[config.mk]
export PLATFORM = sky130hd
export DESIGN_NAME = wave_column_renderer_core
export DESIGN_NICKNAME = d
export VERILOG_FILES = /design/src/rtl/core/wcr_pkg.sv /design/src/rtl/core/wcr_div.sv /design/src/rtl/core/wave_column_renderer_core.sv
export SDC_FILE = /design/constraint.sdc
export NUM_CORES = 2
export LEC_CHECK = 0
export ABC_AREA = 1
export BUFFER_PORTS_ARGS = -buffer_cell sky130_fd_sc_hd__buf_4
export CAP_MARGIN = 0
export CORE_ASPECT_RATIO = 0.75
export CORE_MARGIN = 4
export CORE_UTILIZATION = 58
export DETAILED_ROUTE_END_ITERATION = 6
export PLACE_DENSITY = 0.74
export RECOVER_POWER = 50
export SLEW_MARGIN = 30
export SYNTH_ARGS = -nofsm -noshare
export SYNTH_HDL_FRONTEND = slang
export SYNTH_SLANG_ARGS = --single-unit
[constraint.sdc]
create_clock -name clk -period 22.5 [get_ports clk]
set_input_delay 3.375 -clock clk [delete_from_list [all_inputs] [get_ports clk]]
set_output_delay 3.375 -clock clk [all_outputs]
set_load 0.01 [all_outputs]
[src/rtl/core/wcr_pkg.sv]
package wcr_pkg;

	// Field widths
	localparam int COORD_W  = 10;
	localparam int SAMPLE_W = 16;
	localparam int COLOR_W  = 24;
	localparam int CHAN_W   = 8;
	localparam int NUM_CHAN = 3;
	localparam int SPAN_W   = 6;   // holds a span of up to 63 rows
	localparam int ROW_W    = 12;  // signed working width for row arithmetic
	localparam int LVL_W    = 6;

	// Shared divider
	localparam int DIV_NUM_W  = 24;
	localparam int DIV_DEN_W  = 17;
	localparam int QUOT_W     = 8;
	localparam int DIV_STEP_W = 3;

	// Register port
	localparam int PADDR_W   = 5;
	localparam int PDATA_W   = 32;
	localparam int REG_IDX_W = 3;

	localparam logic [REG_IDX_W-1:0] REG_AREA_LEFT   = 3'd0;
	localparam logic [REG_IDX_W-1:0] REG_AREA_RIGHT  = 3'd1;
	localparam logic [REG_IDX_W-1:0] REG_AREA_TOP    = 3'd2;
	localparam logic [REG_IDX_W-1:0] REG_AREA_BOTTOM = 3'd3;
	localparam logic [REG_IDX_W-1:0] REG_DATA_HIGH   = 3'd4;
	localparam logic [REG_IDX_W-1:0] REG_DATA_LOW    = 3'd5;
	localparam logic [REG_IDX_W-1:0] REG_TRACE_COLOR = 3'd6;

	localparam logic [SAMPLE_W-1:0] DATA_HIGH_RST   = 16'd500;
	localparam logic [COLOR_W-1:0]  TRACE_COLOR_RST = 24'hFF0000;

	// Parameter defaults
	localparam int LINE_PAD_DEF = 1;
	localparam int MAX_SPAN_DEF = 62;

	typedef struct packed {
		logic                 start;
		logic [DIV_NUM_W-1:0] num;
		logic [DIV_DEN_W-1:0] den;
	} div_req_t;

	typedef struct packed {
		logic                 done;
		logic [QUOT_W-1:0]    quot;
		logic [DIV_NUM_W-1:0] rem;
	} div_rsp_t;

endpackage

[src/rtl/core/wcr_div.sv]
// Restoring divider, one quotient bit per cycle, MSB first.
// quot[7] set means the true quotient is 128 or more (saturated).
module wcr_div import wcr_pkg::*; (
	input  logic     clk,
	input  logic     arst_n,
	input  div_req_t req,
	output div_rsp_t rsp
);

	logic [DIV_NUM_W-1:0]  rem_q;
	logic [DIV_NUM_W-1:0]  trial;
	logic [DIV_DEN_W-1:0]  den_q;
	logic [QUOT_W-1:0]     quot_q;
	logic [DIV_STEP_W-1:0] k_q;
	logic                  busy_q;
	logic                  done_q;
	logic                  fits;

	assign trial = DIV_NUM_W'(den_q) << k_q;
	assign fits  = rem_q >= trial;

	always_ff @(posedge clk or negedge arst_n) begin
		if (!arst_n) begin
			busy_q <= 1'b0;
			done_q <= 1'b0;
			k_q    <= '0;
			rem_q  <= '0;
			den_q  <= '0;
			quot_q <= '0;
		end else begin
			done_q <= 1'b0;
			if (req.start) begin
				rem_q  <= req.num;
				den_q  <= req.den;
				quot_q <= '0;
				k_q    <= DIV_STEP_W'(QUOT_W - 1);
				busy_q <= 1'b1;
			end else if (busy_q) begin
				if (fits) begin
					rem_q       <= rem_q - trial;
					quot_q[k_q] <= 1'b1;
				end
				if (k_q == '0) begin
					busy_q <= 1'b0;
					done_q <= 1'b1;
				end else begin
					k_q <= k_q - 1'b1;
				end
			end
		end
	end

	assign rsp.done = done_q;
	assign rsp.quot = quot_q;
	assign rsp.rem  = rem_q;

	a_no_restart: assert property (@(posedge clk) disable iff (!arst_n)
		req.start |-> !busy_q)
		else $error("divider restarted while busy");

	a_start_busy: assert property (@(posedge clk) disable iff (!arst_n)
		req.start |=> busy_q && !done_q)
		else $error("divider did not start");

	a_rem_range: assert property (@(posedge clk) disable iff (!arst_n)
		done_q && !quot_q[QUOT_W-1] |-> rem_q < DIV_NUM_W'(den_q))
		else $error("divider remainder not below divisor");

endmodule

[src/rtl/core/wave_column_renderer_core.sv]
// Waveform column renderer. Each input beat carries one column's max, min and mid sample;
// the block maps them onto the rows of the wave area (data_high at the top row, data_low at
// the bottom row, span limited to MAX_SPAN rows, min/max padded outward by LINE_PAD, all
// clamped to top..bottom) and emits one output beat per pixel of the vertical line at the
// sweep cursor: the mid pixel at full colour first, then pixels alternately below and above
// mid, faded towards the ends, with last_pixel set on the final beat. range_error flags a
// zero data range, in which case a single pixel is drawn on the bottom row. The cursor
// advances one column per input beat and wraps from area_right back to area_left.
// One shared 8-step restoring divider does all divisions. A column's set-up is three row
// divisions, a planning step and three colour divisions, followed by one output beat per
// emitted pixel; a column drawn as a single pixel skips the colour divisions, and a zero
// data range skips the row divisions too. in_stall stays high from acceptance until the
// last pixel has been loaded into the output register; output back-pressure only slows
// pixel emission. Registers sit on an APB-style port at byte address 4*index, pready is
// tied high, and registers must only be written while the block is idle.
module wave_column_renderer_core import wcr_pkg::*; #(
	parameter int unsigned LINE_PAD = LINE_PAD_DEF,
	parameter int unsigned MAX_SPAN = MAX_SPAN_DEF
) (
	input  logic                clk,
	input  logic                arst_n,

	// register port
	input  logic                psel,
	input  logic                penable,
	input  logic                pwrite,
	input  logic [PADDR_W-1:0]  paddr,
	input  logic [PDATA_W-1:0]  pwdata,
	output logic [PDATA_W-1:0]  prdata,
	output logic                pready,

	// column samples in
	input  logic                in_valid,
	output logic                in_stall,
	input  logic [SAMPLE_W-1:0] col_max,
	input  logic [SAMPLE_W-1:0] col_min,
	input  logic [SAMPLE_W-1:0] col_mid,

	// pixels out
	output logic                out_valid,
	input  logic                out_stall,
	output logic [COORD_W-1:0]  pixel_x,
	output logic [COORD_W-1:0]  pixel_y,
	output logic [COLOR_W-1:0]  pixel_color,
	output logic                range_error,
	output logic                last_pixel
);

	typedef enum logic [3:0] {
		S_IDLE,
		S_MUL,       // span * (sample - data_low)
		S_DIVGO,     // launch row division
		S_DIVWAIT,   // wait, then scale and clamp the row
		S_PLAN,      // line extent and fade index
		S_FDIVGO,    // launch colour division
		S_FDIVWAIT,
		S_MID,       // full-colour mid pixel
		S_PIX        // faded pixels, below then above per level
	} state_t;

	// row / channel being worked on
	localparam logic [1:0] SEL_YMIN = 2'd0;   // from col_max
	localparam logic [1:0] SEL_YMAX = 2'd1;   // from col_min
	localparam logic [1:0] SEL_MID  = 2'd2;

	localparam logic signed [COORD_W:0]  MAX_SPAN_S = (COORD_W+1)'(MAX_SPAN);
	localparam logic [SPAN_W-1:0]        MAX_SPAN_V = SPAN_W'(MAX_SPAN);
	localparam logic signed [ROW_W-1:0]  PAD_S      = ROW_W'(LINE_PAD);

	// ---------------------------------------------------------------- registers
	logic [COORD_W-1:0]  area_left_q, area_right_q, area_top_q, area_bottom_q;
	logic [SAMPLE_W-1:0] data_high_q, data_low_q;
	logic [COLOR_W-1:0]  trace_color_q;

	logic                   wr_en;
	logic [REG_IDX_W-1:0]   reg_idx;

	assign pready  = 1'b1;
	assign wr_en   = psel && penable && pwrite;
	assign reg_idx = paddr[PADDR_W-1:2];

	always_ff @(posedge clk or negedge arst_n) begin
		if (!arst_n) begin
			area_left_q   <= '0;
			area_right_q  <= '0;
			area_top_q    <= '0;
			area_bottom_q <= '0;
			data_high_q   <= DATA_HIGH_RST;
			data_low_q    <= '0;
			trace_color_q <= TRACE_COLOR_RST;
		end else if (wr_en) begin
			case (reg_idx)
				REG_AREA_LEFT:   area_left_q   <= pwdata[COORD_W-1:0];
				REG_AREA_RIGHT:  area_right_q  <= pwdata[COORD_W-1:0];
				REG_AREA_TOP:    area_top_q    <= pwdata[COORD_W-1:0];
				REG_AREA_BOTTOM: area_bottom_q <= pwdata[COORD_W-1:0];
				REG_DATA_HIGH:   data_high_q   <= pwdata[SAMPLE_W-1:0];
				REG_DATA_LOW:    data_low_q    <= pwdata[SAMPLE_W-1:0];
				REG_TRACE_COLOR: trace_color_q <= pwdata[COLOR_W-1:0];
				default: ;
			endcase
		end
	end

	always_comb begin
		case (reg_idx)
			REG_AREA_LEFT:   prdata = PDATA_W'(area_left_q);
			REG_AREA_RIGHT:  prdata = PDATA_W'(area_right_q);
			REG_AREA_TOP:    prdata = PDATA_W'(area_top_q);
			REG_AREA_BOTTOM: prdata = PDATA_W'(area_bottom_q);
			REG_DATA_HIGH:   prdata = PDATA_W'(data_high_q);
			REG_DATA_LOW:    prdata = PDATA_W'(data_low_q);
			REG_TRACE_COLOR: prdata = PDATA_W'(trace_color_q);
			default:         prdata = '0;
		endcase
	end

	// ---------------------------------------------------------------- state
	state_t              state_q;
	logic [1:0]          sel_q;
	logic [COORD_W-1:0]  cursor_q, x_q, top_q, bot_q;
	logic [SPAN_W-1:0]   span_q;
	logic                err_q;
	logic [SAMPLE_W-1:0] vmax_q, vmin_q, vmid_q;
	logic [SAMPLE_W-1:0] den_mag_q;
	logic                den_neg_q;
	logic signed [DIV_NUM_W-1:0] prod_q;
	logic [COORD_W-1:0]  y_min_q, y_max_q, mid_q;
	logic [LVL_W-1:0]    index_q, a_q, b_q, m_q, lvl_q;
	logic                side_q;   // 0: below mid, 1: above mid
	logic [CHAN_W-1:0]   chq_q [NUM_CHAN];  // faded channel value of current level
	logic [LVL_W-1:0]    chr_q [NUM_CHAN];  // its remainder
	logic [CHAN_W-1:0]   cq_q  [NUM_CHAN];  // c / index
	logic [LVL_W-1:0]    cr_q  [NUM_CHAN];  // c % index

	logic                out_valid_q, range_error_q, last_pixel_q;
	logic [COORD_W-1:0]  pixel_x_q, pixel_y_q;
	logic [COLOR_W-1:0]  pixel_color_q;

	div_req_t div_req;
	div_rsp_t div_rsp;

	wcr_div u_div (
		.clk    (clk),
		.arst_n (arst_n),
		.req    (div_req),
		.rsp    (div_rsp)
	);

	// ---------------------------------------------------------------- geometry at accept
	logic                  in_acc;
	logic signed [COORD_W:0] span_raw;
	logic [SPAN_W-1:0]     span_lim, span_d;
	logic [COORD_W:0]      bot_sum;
	logic [COORD_W-1:0]    bot_d, x_d, cursor_nx;
	logic signed [SAMPLE_W:0] den_d;
	logic [SAMPLE_W:0]     den_abs;
	logic                  err_d;

	assign in_acc   = in_valid && (state_q == S_IDLE);
	assign span_raw = $signed({1'b0, area_bottom_q}) - $signed({1'b0, area_top_q});

	always_comb begin
		if (span_raw < 0)
			span_lim = '0;
		else if (span_raw > MAX_SPAN_S)
			span_lim = MAX_SPAN_V;
		else
			span_lim = span_raw[SPAN_W-1:0];
	end

	assign bot_sum = {1'b0, area_top_q} + (COORD_W+1)'(span_lim);
	assign bot_d   = bot_sum[COORD_W] ? '1 : bot_sum[COORD_W-1:0];
	assign span_d  = SPAN_W'(bot_d - area_top_q);

	assign den_d   = $signed({data_high_q[SAMPLE_W-1], data_high_q})
		- $signed({data_low_q[SAMPLE_W-1], data_low_q});
	assign den_abs = den_d[SAMPLE_W] ? (SAMPLE_W+1)'(-den_d) : (SAMPLE_W+1)'(den_d);
	assign err_d   = (data_high_q == data_low_q);

	// a cursor past area_right is brought back to area_left before drawing; it advances after it
	assign x_d       = (cursor_q > area_right_q) ? area_left_q : cursor_q;
	assign cursor_nx = (x_d == '1) ? area_left_q : x_d + 1'b1;

	// ---------------------------------------------------------------- row scaling
	logic [SAMPLE_W-1:0]      v_sel;
	logic signed [SAMPLE_W:0] diff;
	logic signed [DIV_NUM_W-1:0] prod_d;
	logic [DIV_NUM_W-1:0]     prod_mag;
	logic                     q_neg;
	logic signed [ROW_W-1:0]  q_s, base, row_raw;
	logic [COORD_W-1:0]       row_d;

	always_comb begin
		case (sel_q)
			SEL_YMIN: v_sel = vmax_q;
			SEL_YMAX: v_sel = vmin_q;
			default:  v_sel = vmid_q;
		endcase
	end

	assign diff   = $signed({v_sel[SAMPLE_W-1], v_sel})
		- $signed({data_low_q[SAMPLE_W-1], data_low_q});
	assign prod_d = $signed({1'b0, span_q}) * diff;

	assign prod_mag = prod_q[DIV_NUM_W-1] ? DIV_NUM_W'(-prod_q) : DIV_NUM_W'(prod_q);
	assign q_neg    = prod_q[DIV_NUM_W-1] ^ den_neg_q;   // division truncates toward zero
	assign q_s      = q_neg ? -$signed({4'b0, div_rsp.quot}) : $signed({4'b0, div_rsp.quot});
	assign base     = $signed({2'b0, bot_q});

	always_comb begin
		case (sel_q)
			SEL_YMIN: row_raw = base - PAD_S - q_s;
			SEL_YMAX: row_raw = base + PAD_S - q_s;
			default:  row_raw = base - q_s;
		endcase
	end

	// a saturated quotient (128+) always lands outside top..bottom, so clamping fixes it
	always_comb begin
		if (row_raw > base)
			row_d = bot_q;
		else if (row_raw < $signed({2'b0, top_q}))
			row_d = top_q;
		else
			row_d = row_raw[COORD_W-1:0];
	end

	// ---------------------------------------------------------------- line plan
	logic signed [COORD_W:0] dy, da, db;
	logic [LVL_W-1:0]        k_d, index_d, a_d, b_d, m_d;

	assign dy      = $signed({1'b0, y_max_q}) - $signed({1'b0, y_min_q});
	assign da      = $signed({1'b0, mid_q}) - $signed({1'b0, y_min_q});
	assign db      = $signed({1'b0, y_max_q}) - $signed({1'b0, mid_q});
	assign k_d     = LVL_W'(dy[SPAN_W-1:1]) + LVL_W'(1);
	assign index_d = LVL_W'(dy[SPAN_W-1:1]) + LVL_W'(2);

	// a: pixels above mid, b: pixels below mid, both capped at (dy>>1)+1
	always_comb begin
		if (dy < 1 || da < 1)
			a_d = '0;
		else if (da > $signed({{(COORD_W+1-LVL_W){1'b0}}, k_d}))
			a_d = k_d;
		else
			a_d = da[LVL_W-1:0];
		if (dy < 1 || db < 1)
			b_d = '0;
		else if (db > $signed({{(COORD_W+1-LVL_W){1'b0}}, k_d}))
			b_d = k_d;
		else
			b_d = db[LVL_W-1:0];
	end

	assign m_d = (a_d > b_d) ? a_d : b_d;

	// ---------------------------------------------------------------- fade
	logic [CHAN_W-1:0]      chan_sel;
	logic signed [LVL_W:0]  rdiff  [NUM_CHAN];
	logic [CHAN_W-1:0]      chq_nx [NUM_CHAN];
	logic [LVL_W-1:0]       chr_nx [NUM_CHAN];

	always_comb begin
		case (sel_q)
			SEL_YMIN: chan_sel = trace_color_q[23:16];
			SEL_YMAX: chan_sel = trace_color_q[15:8];
			default:  chan_sel = trace_color_q[7:0];
		endcase
	end

	// one level down: numerator drops by c = cq*index + cr, at most one borrow
	always_comb begin
		for (int c = 0; c < NUM_CHAN; c++) begin
			rdiff[c] = $signed({1'b0, chr_q[c]}) - $signed({1'b0, cr_q[c]});
			if (rdiff[c] < 0) begin
				chr_nx[c] = LVL_W'(rdiff[c] + $signed({1'b0, index_q}));
				chq_nx[c] = chq_q[c] - cq_q[c] - 1'b1;
			end else begin
				chr_nx[c] = rdiff[c][LVL_W-1:0];
				chq_nx[c] = chq_q[c] - cq_q[c];
			end
		end
	end

	always_comb begin
		div_req.start = (state_q == S_DIVGO) || (state_q == S_FDIVGO);
		if (state_q == S_FDIVGO) begin
			div_req.num = DIV_NUM_W'(chan_sel);
			div_req.den = DIV_DEN_W'(index_q);
		end else begin
			div_req.num = prod_mag;
			div_req.den = DIV_DEN_W'(den_mag_q);
		end
	end

	// ---------------------------------------------------------------- emission
	logic               out_free;
	logic               pix_load;
	logic [COORD_W-1:0] cur_row;
	logic               cur_last;
	logic [LVL_W-1:0]   lvl_nx;

	assign out_free = !out_valid_q || !out_stall;
	// a pixel beat is loaded into the output register this cycle
	assign pix_load = ((state_q == S_MID) || (state_q == S_PIX)) && out_free;
	assign cur_row  = side_q ? mid_q - COORD_W'(lvl_q) : mid_q + COORD_W'(lvl_q);
	// last beat: top level, and the above pixel unless that side ran out earlier
	assign cur_last = (lvl_q == m_q) && (side_q || (a_q < m_q));
	assign lvl_nx   = lvl_q + 1'b1;

	always_ff @(posedge clk or negedge arst_n) begin
		if (!arst_n) begin
			state_q       <= S_IDLE;
			sel_q         <= SEL_YMIN;
			cursor_q      <= '0;
			x_q           <= '0;
			top_q         <= '0;
			bot_q         <= '0;
			span_q        <= '0;
			err_q         <= 1'b0;
			vmax_q        <= '0;
			vmin_q        <= '0;
			vmid_q        <= '0;
			den_mag_q     <= '0;
			den_neg_q     <= 1'b0;
			prod_q        <= '0;
			y_min_q       <= '0;
			y_max_q       <= '0;
			mid_q         <= '0;
			index_q       <= '0;
			a_q           <= '0;
			b_q           <= '0;
			m_q           <= '0;
			lvl_q         <= '0;
			side_q        <= 1'b0;
			for (int c = 0; c < NUM_CHAN; c++) begin
				chq_q[c] <= '0;
				chr_q[c] <= '0;
				cq_q[c]  <= '0;
				cr_q[c]  <= '0;
			end
			out_valid_q   <= 1'b0;
			pixel_x_q     <= '0;
			pixel_y_q     <= '0;
			pixel_color_q <= '0;
			range_error_q <= 1'b0;
			last_pixel_q  <= 1'b0;
		end else begin
			if (out_valid_q && !out_stall && !pix_load)
				out_valid_q <= 1'b0;

			case (state_q)
				S_IDLE: begin
					if (in_valid) begin
						vmax_q    <= col_max;
						vmin_q    <= col_min;
						vmid_q    <= col_mid;
						x_q       <= x_d;
						cursor_q  <= cursor_nx;
						top_q     <= area_top_q;
						bot_q     <= bot_d;
						span_q    <= span_d;
						err_q     <= err_d;
						den_mag_q <= den_abs[SAMPLE_W-1:0];
						den_neg_q <= den_d[SAMPLE_W];
						// zero data range: every row is the bottom row
						y_min_q   <= bot_d;
						y_max_q   <= bot_d;
						mid_q     <= bot_d;
						sel_q     <= SEL_YMIN;
						state_q   <= err_d ? S_PLAN : S_MUL;
					end
				end
				S_MUL: begin
					prod_q  <= prod_d;
					state_q <= S_DIVGO;
				end
				S_DIVGO: begin
					state_q <= S_DIVWAIT;
				end
				S_DIVWAIT: begin
					if (div_rsp.done) begin
						case (sel_q)
							SEL_YMIN: y_min_q <= row_d;
							SEL_YMAX: y_max_q <= row_d;
							default:  mid_q   <= row_d;
						endcase
						if (sel_q == SEL_MID) begin
							state_q <= S_PLAN;
						end else begin
							sel_q   <= sel_q + 1'b1;
							state_q <= S_MUL;
						end
					end
				end
				S_PLAN: begin
					index_q <= index_d;
					a_q     <= a_d;
					b_q     <= b_d;
					m_q     <= m_d;
					for (int c = 0; c < NUM_CHAN; c++) begin
						chq_q[c] <= trace_color_q[COLOR_W-CHAN_W*(c+1) +: CHAN_W];
						chr_q[c] <= '0;
					end
					sel_q   <= SEL_YMIN;
					state_q <= (m_d == '0) ? S_MID : S_FDIVGO;
				end
				S_FDIVGO: begin
					state_q <= S_FDIVWAIT;
				end
				S_FDIVWAIT: begin
					if (div_rsp.done) begin
						cq_q[sel_q] <= div_rsp.quot;
						cr_q[sel_q] <= div_rsp.rem[LVL_W-1:0];
						if (sel_q == SEL_MID) begin
							state_q <= S_MID;
						end else begin
							sel_q   <= sel_q + 1'b1;
							state_q <= S_FDIVGO;
						end
					end
				end
				S_MID: begin
					if (out_free) begin
						out_valid_q   <= 1'b1;
						pixel_x_q     <= x_q;
						pixel_y_q     <= mid_q;
						pixel_color_q <= trace_color_q;
						range_error_q <= err_q;
						last_pixel_q  <= (m_q == '0);
						if (m_q == '0) begin
							state_q <= S_IDLE;
						end else begin
							for (int c = 0; c < NUM_CHAN; c++) begin
								chq_q[c] <= chq_nx[c];
								chr_q[c] <= chr_nx[c];
							end
							lvl_q   <= LVL_W'(1);
							side_q  <= (b_q == '0);
							state_q <= S_PIX;
						end
					end
				end
				S_PIX: begin
					if (out_free) begin
						out_valid_q   <= 1'b1;
						pixel_x_q     <= x_q;
						pixel_y_q     <= cur_row;
						pixel_color_q <= {chq_q[0], chq_q[1], chq_q[2]};
						range_error_q <= err_q;
						last_pixel_q  <= cur_last;
						if (cur_last) begin
							state_q <= S_IDLE;
						end else if (!side_q && (lvl_q <= a_q)) begin
							side_q <= 1'b1;
						end else begin
							lvl_q  <= lvl_nx;
							side_q <= !(lvl_nx <= b_q);
							for (int c = 0; c < NUM_CHAN; c++) begin
								chq_q[c] <= chq_nx[c];
								chr_q[c] <= chr_nx[c];
							end
						end
					end
				end
				default: begin
					state_q <= S_IDLE;
				end
			endcase
		end
	end

	assign in_stall    = (state_q != S_IDLE);
	assign out_valid   = out_valid_q;
	assign pixel_x     = pixel_x_q;
	assign pixel_y     = pixel_y_q;
	assign pixel_color = pixel_color_q;
	assign range_error = range_error_q;
	assign last_pixel  = last_pixel_q;

	// ---------------------------------------------------------------- checks
	a_accept_busy: assert property (@(posedge clk) disable iff (!arst_n)
		in_acc |=> state_q != S_IDLE)
		else $error("accepted column did not start work");

	a_row_in_area: assert property (@(posedge clk) disable iff (!arst_n)
		out_valid_q && !last_pixel_q |-> pixel_y_q >= top_q && pixel_y_q <= bot_q)
		else $error("pixel row outside wave area");

	a_no_overlap: assert property (@(posedge clk) disable iff (!arst_n)
		out_valid_q && !last_pixel_q |-> in_stall)
		else $error("new column taken before previous line finished");

	a_level_range: assert property (@(posedge clk) disable iff (!arst_n)
		state_q == S_PIX |-> lvl_q >= LVL_W'(1) && lvl_q <= m_q)
		else $error("fade level out of range");

endmodule
# Yosys cells after proc, flatten, opt, wreduce, memory -nomap -nowiden

Index checks and enable logic that the tools add are counted.

Shift-type cells: 1
Equal/unequal tests: 34
Add/sub/neg operators: 37
Reductions and logical operators: 58
Magnitude comparators: 22
Mux-type cells: 112
Bitwise operators: 3
$mul: 1

Operators with widths:

| operator              | number |
|---|---|
| $mux W24              | 11 |
| $pmux W24 S7          | 1 |
| $mux W10              | 15 |
| $mux W6               | 16 |
| $mux W18              | 5 |
| $pmux W10 S2          | 4 |
| $pmux W24 S3          | 1 |
| $mux W8               | 7 |
| $pmux W18 S3          | 1 |
| $pmux W24 S2          | 1 |
| $sub A10 B10 Y11      | 4 |
| $mux W41              | 1 |
| $pmux W4 S9           | 1 |
| $sub A16 B16 Y17      | 2 |
| $lt A11 B2 Y1 const B | 3 |
| $pmux W16 S2          | 1 |
| $mux W4               | 7 |
| $bwmux W24            | 1 |
| $ge A24 B24 Y1        | 1 |
| $mul A7 B17 Y24       | 1 |
| $neg A24 Y24          | 1 |
| $pmux W12 S2          | 1 |
| $reduce_and A2 Y1     | 12 |
| $shl A17 B3 Y24       | 1 |
| 80 further kinds      | 169 |

Word-level logic and storage cells: 322
Bits of input ports: 92
Register bits: 484
Output and inout port bits: 81

# Depth between registers and ports, before layout

Depth after elaboration: 10
Depth in mapped cells: 44
Depth with buffers taken out: 42

# Modules after synthesis

A second synthesis with hierarchy kept.

Cells, all modules: 5293
Area, all modules: 38220.4 um2

Modules (own cells, without submodules):

| module                    | instances | area an instance (um2) | cells an instance | sequential area each (um2) |
|---|---|---|---|---|
| wave_column_renderer_core | 1         | 33350.7                | 4497              | 10777.8 |
| wcr_div                   | 1         | 4869.7                 | 796               | 1351.3 |

# Least setup slack after synthesis

Ideal clock, no wire load.

Path type: input -> output
From: in paddr[4]
To: out prdata[0]
Path buffers: 1
Arrival: 4381 ps
Stages on the path: 7
Required time: 19125 ps
Slack: 14744 ps
Cells stage by stage: inv_1 -> nor3_1 -> inv_1 -> clkbuf_1 -> o22ai_1 -> a21oi_1 -> o211ai_1

Cells in the longest elaborated chain, start to end: 2
Elaborated cells between the ends (all ways): 8
Those cells by class: eq/ne (6); mux (1); reduce/logical (1)

Ends and longest elaborated chain:

| element                                    | line                             | RTL |
|---|---|---|
| from (decl)                                | wave_column_renderer_core.sv:27  | `input logic [PADDR_W-1:0] paddr,` |
| $eq A3 B3 Y1, or another cell as far along | wave_column_renderer_core.sv:106 | `case (reg_idx)` |
| $pmux W24 S7 *                             | wave_column_renderer_core.sv:106 |  |
| to (decl)                                  | wave_column_renderer_core.sv:29  | `output logic [PDATA_W-1:0] prdata,` |

Every way passes the cells marked *; elsewhere a longest branch is shown, timed or not.

# Final worst setup path

From: reg sel_q[1]
To: reg prod_q[20]

Cells in the longest elaborated chain, start to end: 4
Elaborated cells between the ends (all ways): 5
Those cells by class: add/sub (1); mul (1); eq/ne (1); mux (1); reduce/logical (1)

Ends and longest elaborated chain:

| element                                          | line                             | RTL |
|---|---|---|
| from (decl)                                      | wave_column_renderer_core.sv:120 | `logic [1:0] sel_q;` |
| from (signal assigned)                           | wave_column_renderer_core.sv:391 | `sel_q <= sel_q + 1'b1;` |
| from (signal assigned)                           | wave_column_renderer_core.sv:418 | `sel_q <= sel_q + 1'b1;` |
| $eq A2 B1 Y1 or $logic_not A2 Y1 (tied branches) | wave_column_renderer_core.sv:195 | `case (sel_q)` |
| $pmux W16 S2 *                                   | wave_column_renderer_core.sv:195 |  |
| $sub A16 B16 Y17 *                               | wave_column_renderer_core.sv:203 | `- $signed({data_low_q[SAMPLE_W-1], data_low_q});` |
| $mul A7 B17 Y24 *                                | wave_column_renderer_core.sv:204 | `assign prod_d = $signed({1'b0, span_q}) * diff;` |
| to (signal assigned)                             | wave_column_renderer_core.sv:375 | `prod_q <= prod_d;` |
| to (decl)                                        | wave_column_renderer_core.sv:127 | `logic signed [DIV_NUM_W-1:0] prod_q;` |

Marks and branches as above.
A chain may end at the register's enable or synchronous reset.

==> results.cfg <==
[run_status]
run_status = finished, violations left
violations = capacitance limit, slew limit

[yosys]
synth.cell_area_sq_um = 37100
synth_cell_types = 68
yosys.area.top_type = dfrtp_1
synth-edff-count = 0
ys_dominant_reg_cell = dfrtp_1
netlist_instances = 4989
synth-warning-count = 0
synthesis.area_per_instance_sq_um = 7.43
synth_top_area_share = 0.317
synth.area.top_cells = dfrtp_1, nand2_1, ha_1
async_flop_share = 1.00
synth_sequential_area_ratio = 0.327
synth.ff_latch_count = 483

[setup_path]
worst-path-max-fanout = 24
worst_r2r_startpoint = sel_q[1]
timing.critical_path.max_delay_family = adder cells
cp_common_cell = fa_1
cp_num_buf_inv = 6
timing.critical_path.slowest_stage_cell = clkbuf_1
worst_path_class_setup = flop to flop
timing.critical_path.to_type = flop
worst-endpoint-required_ps = 23020
setup_crit_start = sel_q[1]
cp-start-kind = flop
crit_path_max_incr_delay_ps = 1160
crit_arrival_ps = 10900

[sta]
totalNegativeSetupSlack_ps = 0
peak_clock_frequency_supported_by_timing_mhz = 96.3
final.period_utilization = 0.462
worst_slew_pin_slew_ps = 5650
grt_setup_unrepaired = no
finalClockSkew_ps = 41.4
timing.final.setup_violations = 0
max_slew_margin = -2.77
tmin_final_ps = 10390
finalHoldViolations = 0
slew_violations = 535

[detailed_routing]
initialDrtViolationCount = 3480
wirelength_per_cell_microns = 17.9
drtAntennaViolNets = 0
detail_route.vias_per_cell = 5.68
wirelength_mm = 107
vias = 33900
drcViolationCount = 0
drt_first_pass_iters = 6

[global_routing]
grt_pass1_vias = 31800
globalRoute.busiestLayer = met1
grt_use_total = 0.315
gr-usage-met2 = 0.464
grt_first_pass_wirelength_mm = 172
grt_start_max_net_pins = 103
met3_usage = 0.0600
overflow = 0
globalRouteMet1Util = 0.485
initial_antenna_violation_count = 3

[flow_run]
maxCapViolations = 9

[die]
count_of_boundary_i_o_pins = 173
initial_core_utilization = 0.591
coreArea_sq_um = 62700
floorplan_die_width_microns = 300
die_height_microns = 227
die_area_sq_um = 68100
fp-row-count = 79

[cts]
clock_path_buffers = 3
cts_setup_buffers = 0
cts.hold.buffers_added = 0
count_of_cells_resized_by_post_cts_repair = 0
cts_inserted_buffers = 50
clk_root_buffer_cell = clkbuf_16
clock_tree.htree_level_count = 2
clk-insertion-delay-late_ps = 630
clock_tree_from_tritoncts = done
cts.reportedPaths.clkPinSlew_ps = 60
clock_sink_count = 483

[placement]
io_buffer_count = 153
gpl.final_weighted_congestion = 0.964
postPlaceCellArea_sq_um = 38900
placed_instances = 5869
post-dp-hpwl_mm = 82.0

[finish]
register_area_sq_um = 12100
stdcell_count = 5962
final_layout_size_suffix_gt1_frac = 0.0710
antennaDiodeCount = 0
area_used_by_multi_input_combinational_logic_sq_um = 21500
mostFrequentLayoutCell = nand2_1
flow.area_growth_from_synthesis_pct = 9.36
fin_area_sq_um = 40500
design.final.nets = 5563
filler_cell_count = 5695
layout.cells.most_common_list = nand2_1, inv_1, o21ai_0

[hold_path]
min_from = x_q[3]
worst_hold_path_type = flop to flop
registers in the layout, summed over array words and instances (netlist names), 18 cells and up:
register       count
pixel_color       24
cq_q              24
chr_q             18
u_div.rem_q       24
trace_color_q     24
chq_q             24
cr_q              18
prod_q            24
kinds of logic (layout without fill, tap and decap cells):
logic type,count (synthesis),count (layout),share of synthesized area
xor+xnor,185,185,0.0437
buf+inv,912,1028,0.0942
compound gates,1089,1089,0.165
simple gates,1911,1911,0.215
flops,483,483,0.327
mux,7,7,0.00203
fa+ha+maj,400,400,0.153
other cells,2,9,0.000203
worst register-to-register path: cells and delay by family, from the launching register on:
family | cells | cell delay, ps
buffers and inverters | 6 | 2680
AO/OA/AOI/OAI | 12 | 2210
adder cells (fa/ha/maj) | 8 | 3370
AND/OR/NAND/NOR | 7 | 1160
flip-flops | 1 | 370
XOR/XNOR | 1 | 500
cells in the mapped netlist, drive strengths merged (29+ instances only):
library cell,instances
nand2,1180
inv,738
o21ai,532
dfrtp,469
nor2,382
ha,309
a21oi,287
nand3,195
clkbuf,135
xor2,133
fa,91
a31oi,64
nor3,57
xnor2,52
nand4,44
o22ai,40
o221ai,31
o211ai,29
path summary, 6_finish.rpt:
| check | endpoint | slack, ps | cells past startpoint |
|---|---|---|---|
| worst max-delay path | prod_q[20] | 12120 | 34 |
| worst min-delay path | pixel_x[3] | 470 | 2 |
| worst max register to register | prod_q[20] | 12120 | 34 |
| worst min register to register | pixel_x[3] | 470 | 2 |
| max in group asynchronous | u_div.den_q[4] | 12250 | 2 |
| min in group asynchronous | lvl_q[1] | 4840 | 1 |
through the flow:
step	hold slack (ps)	utilization	setup WS, ps
2_1_floorplan	442	-	14740
6_report	472	0.647	12120
3_5_place_dp	458	0.621	13570
5_1_grt	485	0.647	10510
3_3_place_gp	455	0.621	13630
4_1_cts	474	0.648	13560
routing by layer:
| metal | up-vias | wire length [microns] |
|---|---|---|
| met3 | 151 | 11100 |
| met2 | 1411 | 43800 |
| met1 | 15900 | 49700 |
| met4 | 2 | 2350 |
| met5 | - | 1 |
| li1 | 16500 | - |
layout make-up:
class	count	area share
inverters	750	0.0695
multi-input cells	3601	0.531
flip-flops and latches	483	0.299
clock buffers	70	0.0349
clock inverters	23	0.00661
well taps	850	0.0262
repair buffers	185	0.0330
Power is not shown: default switching activity piles up to over one toggle a cycle in this logic, so the estimate is an artifact.
